### src/rtl/mexp_pkg.sv
package mexp_pkg;

    localparam int WIDTH  = 32;
    localparam int DATA_W = 32;
    localparam int PROD_W = 2 * WIDTH;
    localparam int CNT_W  = $clog2(PROD_W);

    localparam int S_TDATA_W = 2 * DATA_W;
    localparam int M_TDATA_W = DATA_W;

    typedef logic [WIDTH-1:0] t_word;
    typedef logic [PROD_W-1:0] t_prod;

endpackage

### src/rtl/mexp_mulmod.sv
module mexp_mulmod (
    input  logic          i_clk,
    input  logic          i_rst_n,
    input  logic          i_start,
    input  mexp_pkg::t_word i_a,
    input  mexp_pkg::t_word i_b,
    input  mexp_pkg::t_word i_modulus,
    output logic          o_done,
    output mexp_pkg::t_word o_result
);
    import mexp_pkg::*;

    typedef enum logic [2:0] {
        M_IDLE   = 3'b001,
        M_PROD   = 3'b010,
        M_REDUCE = 3'b100
    } t_mstate;

    t_mstate            r_state, n_state;
    t_word              r_a, r_b;
    t_prod              r_prod;
    t_word              r_rem;
    logic [CNT_W-1:0]   r_cnt;
    logic               r_done;
    t_word              r_result;

    logic [WIDTH:0]     w_trial;
    logic [WIDTH:0]     w_mod_ext;
    logic [WIDTH:0]     w_next_rem;

    assign w_trial    = {r_rem, r_prod[PROD_W-1]};
    assign w_mod_ext  = {1'b0, i_modulus};
    assign w_next_rem = (w_trial >= w_mod_ext) ? (w_trial - w_mod_ext) : w_trial;

    always_comb begin
        n_state = r_state;
        unique case (r_state)
            M_IDLE:   if (i_start) n_state = M_PROD;
            M_PROD:   n_state = M_REDUCE;
            M_REDUCE: if (r_cnt == '0) n_state = M_IDLE;
            default:  n_state = M_IDLE;
        endcase
    end

    always_ff @(posedge i_clk) begin
        if (!i_rst_n) begin
            r_state <= M_IDLE;
            r_done  <= 1'b0;
        end else begin
            r_state <= n_state;
            r_done  <= (r_state == M_REDUCE) && (r_cnt == '0);
        end
    end

    always_ff @(posedge i_clk) begin
        unique case (r_state)
            M_IDLE: begin
                if (i_start) begin
                    r_a <= i_a;
                    r_b <= i_b;
                end
            end
            M_PROD: begin
                r_prod <= PROD_W'(r_a) * PROD_W'(r_b);
                r_rem  <= '0;
                r_cnt  <= CNT_W'(PROD_W - 1);
            end
            M_REDUCE: begin
                r_rem  <= w_next_rem[WIDTH-1:0];
                r_prod <= {r_prod[PROD_W-2:0], 1'b0};
                r_cnt  <= r_cnt - 1'b1;
                if (r_cnt == '0) begin
                    // modulus zero: the remainder ends as the low word of the product
                    r_result <= w_next_rem[WIDTH-1:0];
                end
            end
            default: ;
        endcase
    end

    assign o_done   = r_done;
    assign o_result = r_result;

endmodule

### src/rtl/modular_exponentiation_core.sv
// Channel   Dir  Fields (lsb first)                      Size
// s_axis    in   base_value[31:0], exponent_value[31:0]  64 bits
// m_axis    out  power_result[31:0]                      32 bits
// cfg       in   modulus[31:0]                           32 bits
//
// Each modular multiply runs in the shared mulmod unit: start, the product step,
// 64 reduction steps and hand-back. An exponent of zero skips the multiplies
// and goes straight from idle to the done state.
// Reset (synchronous, active low) sets modulus to 1 and empties the output.
// s_axis_tready is high only when idle; one result may wait on m_axis, and a
// further finished request stalls in its last state until that one is taken.
module modular_exponentiation_core (
    input  logic                             i_clk,
    input  logic                             i_rst_n,
    input  logic                             s_axis_tvalid,
    output logic                             s_axis_tready,
    // base_value[31:0], exponent_value[63:32]
    input  logic [mexp_pkg::S_TDATA_W-1:0]   s_axis_tdata,
    output logic                             m_axis_tvalid,
    input  logic                             m_axis_tready,
    // power_result[31:0]
    output logic [mexp_pkg::M_TDATA_W-1:0]   m_axis_tdata,
    input  logic                             i_cfg_we,
    input  logic [mexp_pkg::DATA_W-1:0]      i_cfg_wdata
);
    import mexp_pkg::*;

    typedef enum logic [5:0] {
        S_IDLE  = 6'b000001,
        S_MUL   = 6'b000010,
        S_MUL_W = 6'b000100,
        S_SQR   = 6'b001000,
        S_SQR_W = 6'b010000,
        S_DONE  = 6'b100000
    } t_state;

    t_state  r_state, n_state;
    t_word   r_modulus;
    t_word   r_base, r_exp, r_acc, r_res;
    logic    r_out_valid;

    logic    w_in_acc;
    logic    w_out_load;
    logic    w_mm_start;
    t_word   w_mm_a;
    logic    w_mm_done;
    t_word   w_mm_result;
    t_word   w_in_exp;

    assign s_axis_tready = (r_state == S_IDLE);
    assign w_in_acc      = s_axis_tvalid && s_axis_tready;
    assign w_out_load    = (r_state == S_DONE) && (!r_out_valid || m_axis_tready);
    assign w_in_exp      = s_axis_tdata[DATA_W +: WIDTH];

    assign w_mm_start = ((r_state == S_MUL) && r_exp[0]) || (r_state == S_SQR);
    assign w_mm_a     = (r_state == S_MUL) ? r_acc : r_base;

    mexp_mulmod u_mulmod (
        .i_clk     (i_clk),
        .i_rst_n   (i_rst_n),
        .i_start   (w_mm_start),
        .i_a       (w_mm_a),
        .i_b       (r_base),
        .i_modulus (r_modulus),
        .o_done    (w_mm_done),
        .o_result  (w_mm_result)
    );

    always_comb begin
        n_state = r_state;
        unique case (r_state)
            S_IDLE: begin
                if (w_in_acc) n_state = (w_in_exp == '0) ? S_DONE : S_MUL;
            end
            S_MUL:   n_state = r_exp[0] ? S_MUL_W : S_SQR;
            S_MUL_W: begin
                if (w_mm_done) n_state = (r_exp[WIDTH-1:1] == '0) ? S_DONE : S_SQR;
            end
            S_SQR:   n_state = S_SQR_W;
            S_SQR_W: if (w_mm_done) n_state = S_MUL;
            S_DONE:  if (w_out_load) n_state = S_IDLE;
            default: n_state = S_IDLE;
        endcase
    end

    always_ff @(posedge i_clk) begin
        if (!i_rst_n) begin
            r_state     <= S_IDLE;
            r_modulus   <= t_word'(1);
            r_out_valid <= 1'b0;
        end else begin
            r_state <= n_state;
            if (i_cfg_we) r_modulus <= i_cfg_wdata[WIDTH-1:0];
            if (w_out_load) begin
                r_out_valid <= 1'b1;
            end else if (m_axis_tready) begin
                r_out_valid <= 1'b0;
            end
        end
    end

    always_ff @(posedge i_clk) begin
        if (w_in_acc) begin
            r_base <= s_axis_tdata[WIDTH-1:0];
            r_exp  <= w_in_exp;
            r_acc  <= t_word'(1);
        end
        if ((r_state == S_MUL_W) && w_mm_done) r_acc <= w_mm_result;
        if ((r_state == S_SQR_W) && w_mm_done) begin
            r_base <= w_mm_result;
            r_exp  <= r_exp >> 1;
        end
        if (w_out_load) r_res <= r_acc;
    end

    assign m_axis_tvalid = r_out_valid;
    assign m_axis_tdata  = M_TDATA_W'(r_res);

endmodule

### config.mk
export PLATFORM = sky130hd
export DESIGN_NAME = modular_exponentiation_core
export DESIGN_NICKNAME = d
export VERILOG_FILES = /design/src/rtl/mexp_pkg.sv /design/src/rtl/mexp_mulmod.sv /design/src/rtl/modular_exponentiation_core.sv
export SDC_FILE = /design/constraint.sdc
export NUM_CORES = 2
export LEC_CHECK = 0
export BUFFER_PORTS_ARGS = -buffer_cell sky130_fd_sc_hd__buf_2
export CAP_MARGIN = 20
export CORE_ASPECT_RATIO = 1.25
export CORE_MARGIN = 2
export CORE_UTILIZATION = 25
export DETAILED_ROUTE_END_ITERATION = 12
export PLACE_DENSITY = 0.41
export RECOVER_POWER = 100
export SETUP_SLACK_MARGIN = 0.1
export SYNTH_ARGS = -nofsm -noshare
export SYNTH_HDL_FRONTEND = slang
export SYNTH_SLANG_ARGS = --single-unit
### constraint.sdc
create_clock -name i_clk -period 24.5 [get_ports i_clk]
set_clock_uncertainty 0.2 [all_clocks]
set_input_delay 6.125 -clock i_clk [delete_from_list [all_inputs] [get_ports i_clk]]
set_output_delay 6.125 -clock i_clk [all_outputs]
set_load 0.05 [all_outputs]
## Yosys cells after proc, flatten, opt, wreduce, memory -nomap -nowiden

Index checks and enable logic that the tools add are counted.

| operators by class | value |
|---|---|
| add/sub/neg operators | 2 |
| $mul | 1 |
| div/mod/pow operators | 0 |
| magnitude comparators | 1 |
| equality and inequality tests | 15 |
| shift operators | 0 |
| mux-type cells | 24 |
| bitwise logic cells | 0 |
| reduce and logical (&&, ||, !) cells | 20 |

Operators with widths:

| kind | count |
|---|---|
| 2-to-1 mux 32 bit | 6 |
| case mux 64 bit (2 select lines) | 1 |
| multiplier 32 x 32 -> 64 bit | 1 |
| case mux 32 bit (2 select lines) | 1 |
| 2-to-1 mux 31 bit | 2 |
| 2-to-1 mux 6 bit | 6 |
| case mux 6 bit (6 select lines) | 1 |
| greater-or-equal comparator 33 x 32 -> 1 bit | 1 |
| zero test 32 bit | 1 |
| subtractor 32 bit | 1 |
| zero test 31 bit | 1 |
| case mux 6 bit (2 select lines) | 1 |
| case mux 3 bit (3 select lines) | 1 |
| inequality test 2 x 1 -> 1 bit, second input constant | 4 |
| nonzero test 2 bit | 4 |
| equality test 6 x 1 -> 1 bit, second input constant | 1 |
| equality test 6 x 2 -> 1 bit, second input constant | 1 |
| equality test 6 x 3 -> 1 bit, second input constant | 1 |
| equality test 6 x 4 -> 1 bit, second input constant | 1 |
| equality test 6 x 5 -> 1 bit, second input constant | 1 |
| equality test 6 bit, second input constant | 1 |
| logical AND 1 bit | 6 |
| zero test 6 bit | 1 |
| 2-to-1 mux 3 bit | 2 |
| other kinds (11) | 16 |

| storage, ports and cells | value |
|---|---|
| flip-flop bits (word level) | 369 |
| bits in latches | 0 |
| bits in writable memories | 0 |
| ROM bits | 0 |
| bits of input ports | 101 |
| output and inout port bits | 34 |
| word-level logic and storage cells | 79 |
| memories kept | 0 |

## Logic depth before layout (Yosys ltp)

| depth | value |
|---|---|
| depth after elaboration | 5 |
| gate-level depth with buffers | 28 |

## Cells and area by module

Synthesis repeated with hierarchy kept, for this count alone.

| second synthesis, totals | value |
|---|---|
| cells, all modules | 4970 |
| area, all modules | 49625.1 um^2 |

By module, submodules not included:

| module | instances | cells an instance | area each (um^2) | seq. area each (um^2) |
|---|---|---|---|---|
| mexp_mulmod | 1 | 4449 | 42682.2 | 6025.8 |
| modular_exponentiation_core | 1 | 521 | 6942.9 | 4614.4 |

## Worst setup path after synthesis

No wires, ideal clock.

| timing | value |
|---|---|
| path kind | register to register |
| start | register r_state[3] |
| end | register u_mulmod.r_state[0] |
| arrival time | 8.777 ns |
| data required time | 23.873 ns |
| slack | 15.096 ns |
| cell stages (with the launch flop) | 9 |
| path buffers | 2 |
| clock period less this slack | 9.404 ns |
| cells stage by stage | dfxtp_1 -> clkbuf_1 -> or3_1 -> or3_1 -> clkbuf_1 -> inv_2 -> a32oi_1 -> nor4b_1 -> o21ai_0 |

| on the way | value |
|---|---|
| longest elaborated chain between the ends | 5 |
| elaborated cells between the ends (all ways) | 6 |

RTL lines:

| item | RTL line | text |
|---|---|---|
| from (decl) | modular_exponentiation_core.sv:37 | `t_state r_state, n_state;` |
| from (signal assigned) | modular_exponentiation_core.sv:92 | `r_state <= n_state;` |
| equality test 6 x 2 -> 1 bit | modular_exponentiation_core.sv:55 | `assign w_mm_start = ((r_state == S_MUL) && r_exp[0]) \|\| (r_state == S_SQR);` |
| logical AND 1 bit | modular_exponentiation_core.sv:55 |  |
| logical OR 1 bit * | modular_exponentiation_core.sv:55 |  |
| inequality test 2 x 1 -> 1 bit (no source line) * | -- |  |
| AND reduction 2 bit (no source line) * | -- |  |
| to (signal assigned) | mexp_mulmod.sv:50 | `r_state <= n_state;` |
| to (decl) | mexp_mulmod.sv:19 | `t_mstate r_state, n_state;` |

Mark *: on every way between the ends. The rest lies on a longest branch, timed or not.
A chain may end at the register's enable or synchronous reset.

## Worst setup path in the final report

| timing | value |
|---|---|
| start | register u_mulmod.r_a[0] |
| end | register u_mulmod.r_prod[56] (data pin) |

| on the way | value |
|---|---|
| longest elaborated chain between the ends | 2 |

RTL lines:

| item | RTL line | text |
|---|---|---|
| from (decl) | mexp_mulmod.sv:20 | `t_word r_a, r_b;` |
| from (signal assigned) | mexp_mulmod.sv:59 | `r_a <= i_a;` |
| multiplier 32 x 32 -> 64 bit | mexp_mulmod.sv:64 | `r_prod <= PROD_W'(r_a) * PROD_W'(r_b);` |
| case mux 64 bit (2 select lines) | mexp_mulmod.sv:56 | `unique case (r_state)` |
| to (signal assigned) | mexp_mulmod.sv:64 |  |
| to (signal assigned) | mexp_mulmod.sv:70 | `r_prod <= {r_prod[PROD_W-2:0], 1'b0};` |
| to (decl) | mexp_mulmod.sv:21 | `t_prod r_prod;` |

No other way between the ends.

==> qor.csv <==
stage;metric;value;unit
detailed_routing;routed wire length per instance;19.98;µm
cells_and_area;ratio of cells with drive above 1 in the final layout;5.246;%
setup_path;CP Max Fanout;19;
cells_and_area;fill count;21180;
place;placed insts;7475;
synthesis;biggest area consumer among synthesized cells;fa_1;
cells_and_area;post-route non-filler standard cell count;7546;
timing;RSZ-0062 raised after global routing;no;
detailed_routing;Routed Antenna Nets;0;
timing;final worst slack;14360;ps
synthesis;dominant synthesized flop cell;edfxtp_1;
synthesis;Syn Inst Count;4947;
setup_path;worst setup path class;flip-flop to flip-flop;
setup_path;reg-to-reg slack, setup;14360;ps
job;MaxCap Viol Count;10;
clock_tree;clock latency at the later pin of the worst-skew pair;580;ps
synthesis;Net Count, Synth;6242;
clock_tree;Longest Clk Path Bufs;3;
die;Core Area;0.1983;mm²
synthesis;async set-reset flop share out of synthesis;0;%
hold_path;Worst Hold Class;flip-flop to flip-flop;
clock_tree;# H-tree levels;2;
cells_and_area;synthesis-to-finish area growth;8.910;%
detailed_routing;DRT Wirelength;150800;µm
outcome;failing checks;max-capacitance violations, max-slew violations;
place;Post-DP HPWL;113700;µm
die;# rows;183;
global_routing;gr ovfl total;0;
timing;Final Hold Vio Count;0;
timing;Max Transition Viols Final;404;
synthesis;EDFF count, synth;325;
cells_and_area;Nets;6223;
timing;Slew @ Worst Pin;3695;ps
die;die area;0.2026;mm²
clock_tree;Root Driver;clkbuf_16;
clock_tree;Num CTS Buffers;39;
die;chip width;403.0;µm
setup_path;Most Frequent Cell on Critical Path;fa_1;
setup_path;worst endpoint required time;24540;ps
timing;fmax;98.65;MHz
setup_path;CP Launch Type;flip-flop;
detailed_routing;vias per inst;4.452;
clock_tree;CTS tree;done;
die;Initial Util;25.09;%
cells_and_area;Antenna Cells;0;
synthesis;sequential share of the synthesized area;21.39;%
synthesis;Synth Area per Inst;10.06;µm²
global_routing;number of global-route vias before repair;37680;
setup_path;CP peak stage delay;1130;ps
clock_tree;clock sink count;369;
place;Port Buffer Count;134;
synthesis;share of the synthesized area in the top cell type;36.09;%
timing;Setup violations, final;0;
synthesis;FF+latch count, synth;369;
place;RePlAce Congestion;0.8541;
clock_tree;post-CTS resize count;0;
setup_path;Worst setup EP type;flip-flop;
synthesis;synth top area cells;fa_1, edfxtp_1, and2_1, ha_1, inv_1;
synthesis;most common cell in the netlist;fa_1;
synthesis;synth unique cells;90;
global_routing;total track usage;15.17;%
synthesis;leading cell types by count after synthesis;fa_1, inv_1, nand2_1, and2_1, edfxtp_1;
global_routing;initial antenna violation count;5;
clock_tree;post-CTS setup buffers;0;
clock_tree;hold buffers post-CTS;0;
setup_path;Crit-path slowest cell;o41ai_1;
die;Die H;502.8;µm
place;dpl ws;15530;ps
setup_path;Crit path arrival time;10180;ps
detailed_routing;Vias;33590;
clock_tree;CTS clk-pin slew, worst paths;60;ps
die;top-level I/O count;135;
timing;Final Critical Period;10140;ps
outcome;outcome;finished with violations;
synthesis;cell area after synthesis;0.04975;mm²
global_routing;first-pass GRT wire length;235000;µm
timing;Slew Limit Headroom;-146.3;%
detailed_routing;residual DRC count;0;
timing;Setup TNS;0;ps
detailed_routing;Initial DRC Count;1474;
synthesis;synth warn;0;
global_routing;largest net degree at the start of global routing;86;
timing;Final period util;41.37;%
detailed_routing;Pre-Repair DR Iteration Count;5;
[logic make-up (layout without fill, tap and decap cells)]
| kind of cell | count (synthesis) | in the layout | synth area share [%] |
|---|---|---|---|
| buf+inv | 1170 | 1179 | 8.963 |
| compound gates | 399 | 399 | 5.226 |
| fa+ha+maj | 1194 | 1194 | 43.56 |
| xor+xnor | 92 | 92 | 1.620 |
| simple gates | 1600 | 1600 | 16.38 |
| flops | 369 | 369 | 21.39 |
| mux | 123 | 123 | 2.859 |
[layout by cell type, fill, tap and decap left out, drive strengths merged, types with 45 or more instances in the layout]
| cell | instances |
|---|---|
| a21o | 57 |
| a21oi | 151 |
| and2 | 631 |
| and3 | 45 |
| buf | 128 |
| clkbuf | 131 |
| edfxtp | 325 |
| fa | 897 |
| ha | 297 |
| inv | 896 |
| mux2 | 90 |
| nand2 | 639 |
| nor2 | 109 |
| o21ai | 75 |
| xnor2 | 51 |
[stage by stage]
| stage | hold WS [ps] | cell area (µm²) | util, % |
|---|---|---|---|
| CTS | 208.3 | 54540 | 27.50 |
| finish | 218.5 | 54190 | 27.33 |
| floorplan | 226.2 | 49750 | - |
| detailed placement | 234.5 | 53220 | 26.84 |
| global placement | 232.3 | 53220 | 26.84 |
| global route | 230.1 | 54190 | 27.33 |
[worst max-delay path: cells and delay by family, from the launching register on]
family	cells	cell delay [ps]
compound gates	8	2600
xor+xnor	1	230
fa+ha+maj	9	3890
buf+inv	5	2250
flops	1	320
simple gates	2	270
[worst paths after layout]
path	startpoint	end	cells past startpoint
setup reg to reg	u_mulmod.r_a[0]	u_mulmod.r_prod[56]	25
setup / recovery	u_mulmod.r_a[0]	u_mulmod.r_prod[56]	25
hold reg to reg	r_base[17]	u_mulmod.r_b[17]	0
hold / removal	r_base[17]	u_mulmod.r_b[17]	0
[flip-flops by register name, indices dropped and copies added, names as in the netlist, 6 cells and up]
register	flops
r_base	32
r_exp	32
r_acc	32
u_mulmod.r_rem	32
r_state	6
r_modulus	32
u_mulmod.r_b	32
m_axis_tdata	32
u_mulmod.r_cnt	6
u_mulmod.r_a	32
u_mulmod.r_prod	64
u_mulmod.o_result	32
[cell type report]
class / instances / area [µm²] / area share (%)
Clock inverter: 26 / 305.3 / 0.5634
Inverter: 894 / 3356 / 6.193
Tap cell: 2590 / 3241 / 5.981
Clock buffer: 43 / 1012 / 1.868
Multi-Input combinational cell: 3408 / 34490 / 63.64
Timing Repair Buffer: 216 / 1146 / 2.115
Sequential cell: 369 / 10640 / 19.64
[per-layer routing]
layer | wire length [µm] | global-route usage (%)
met5 | 0 | 0
met4 | 3377 | 3.307
met3 | 3453 | 0.8097
met2 | 80960 | 29.02
met1 | 62980 | 18.58
Power is not shown: default switching activity piles up to over one toggle a cycle in this logic, so the estimate is an artifact.
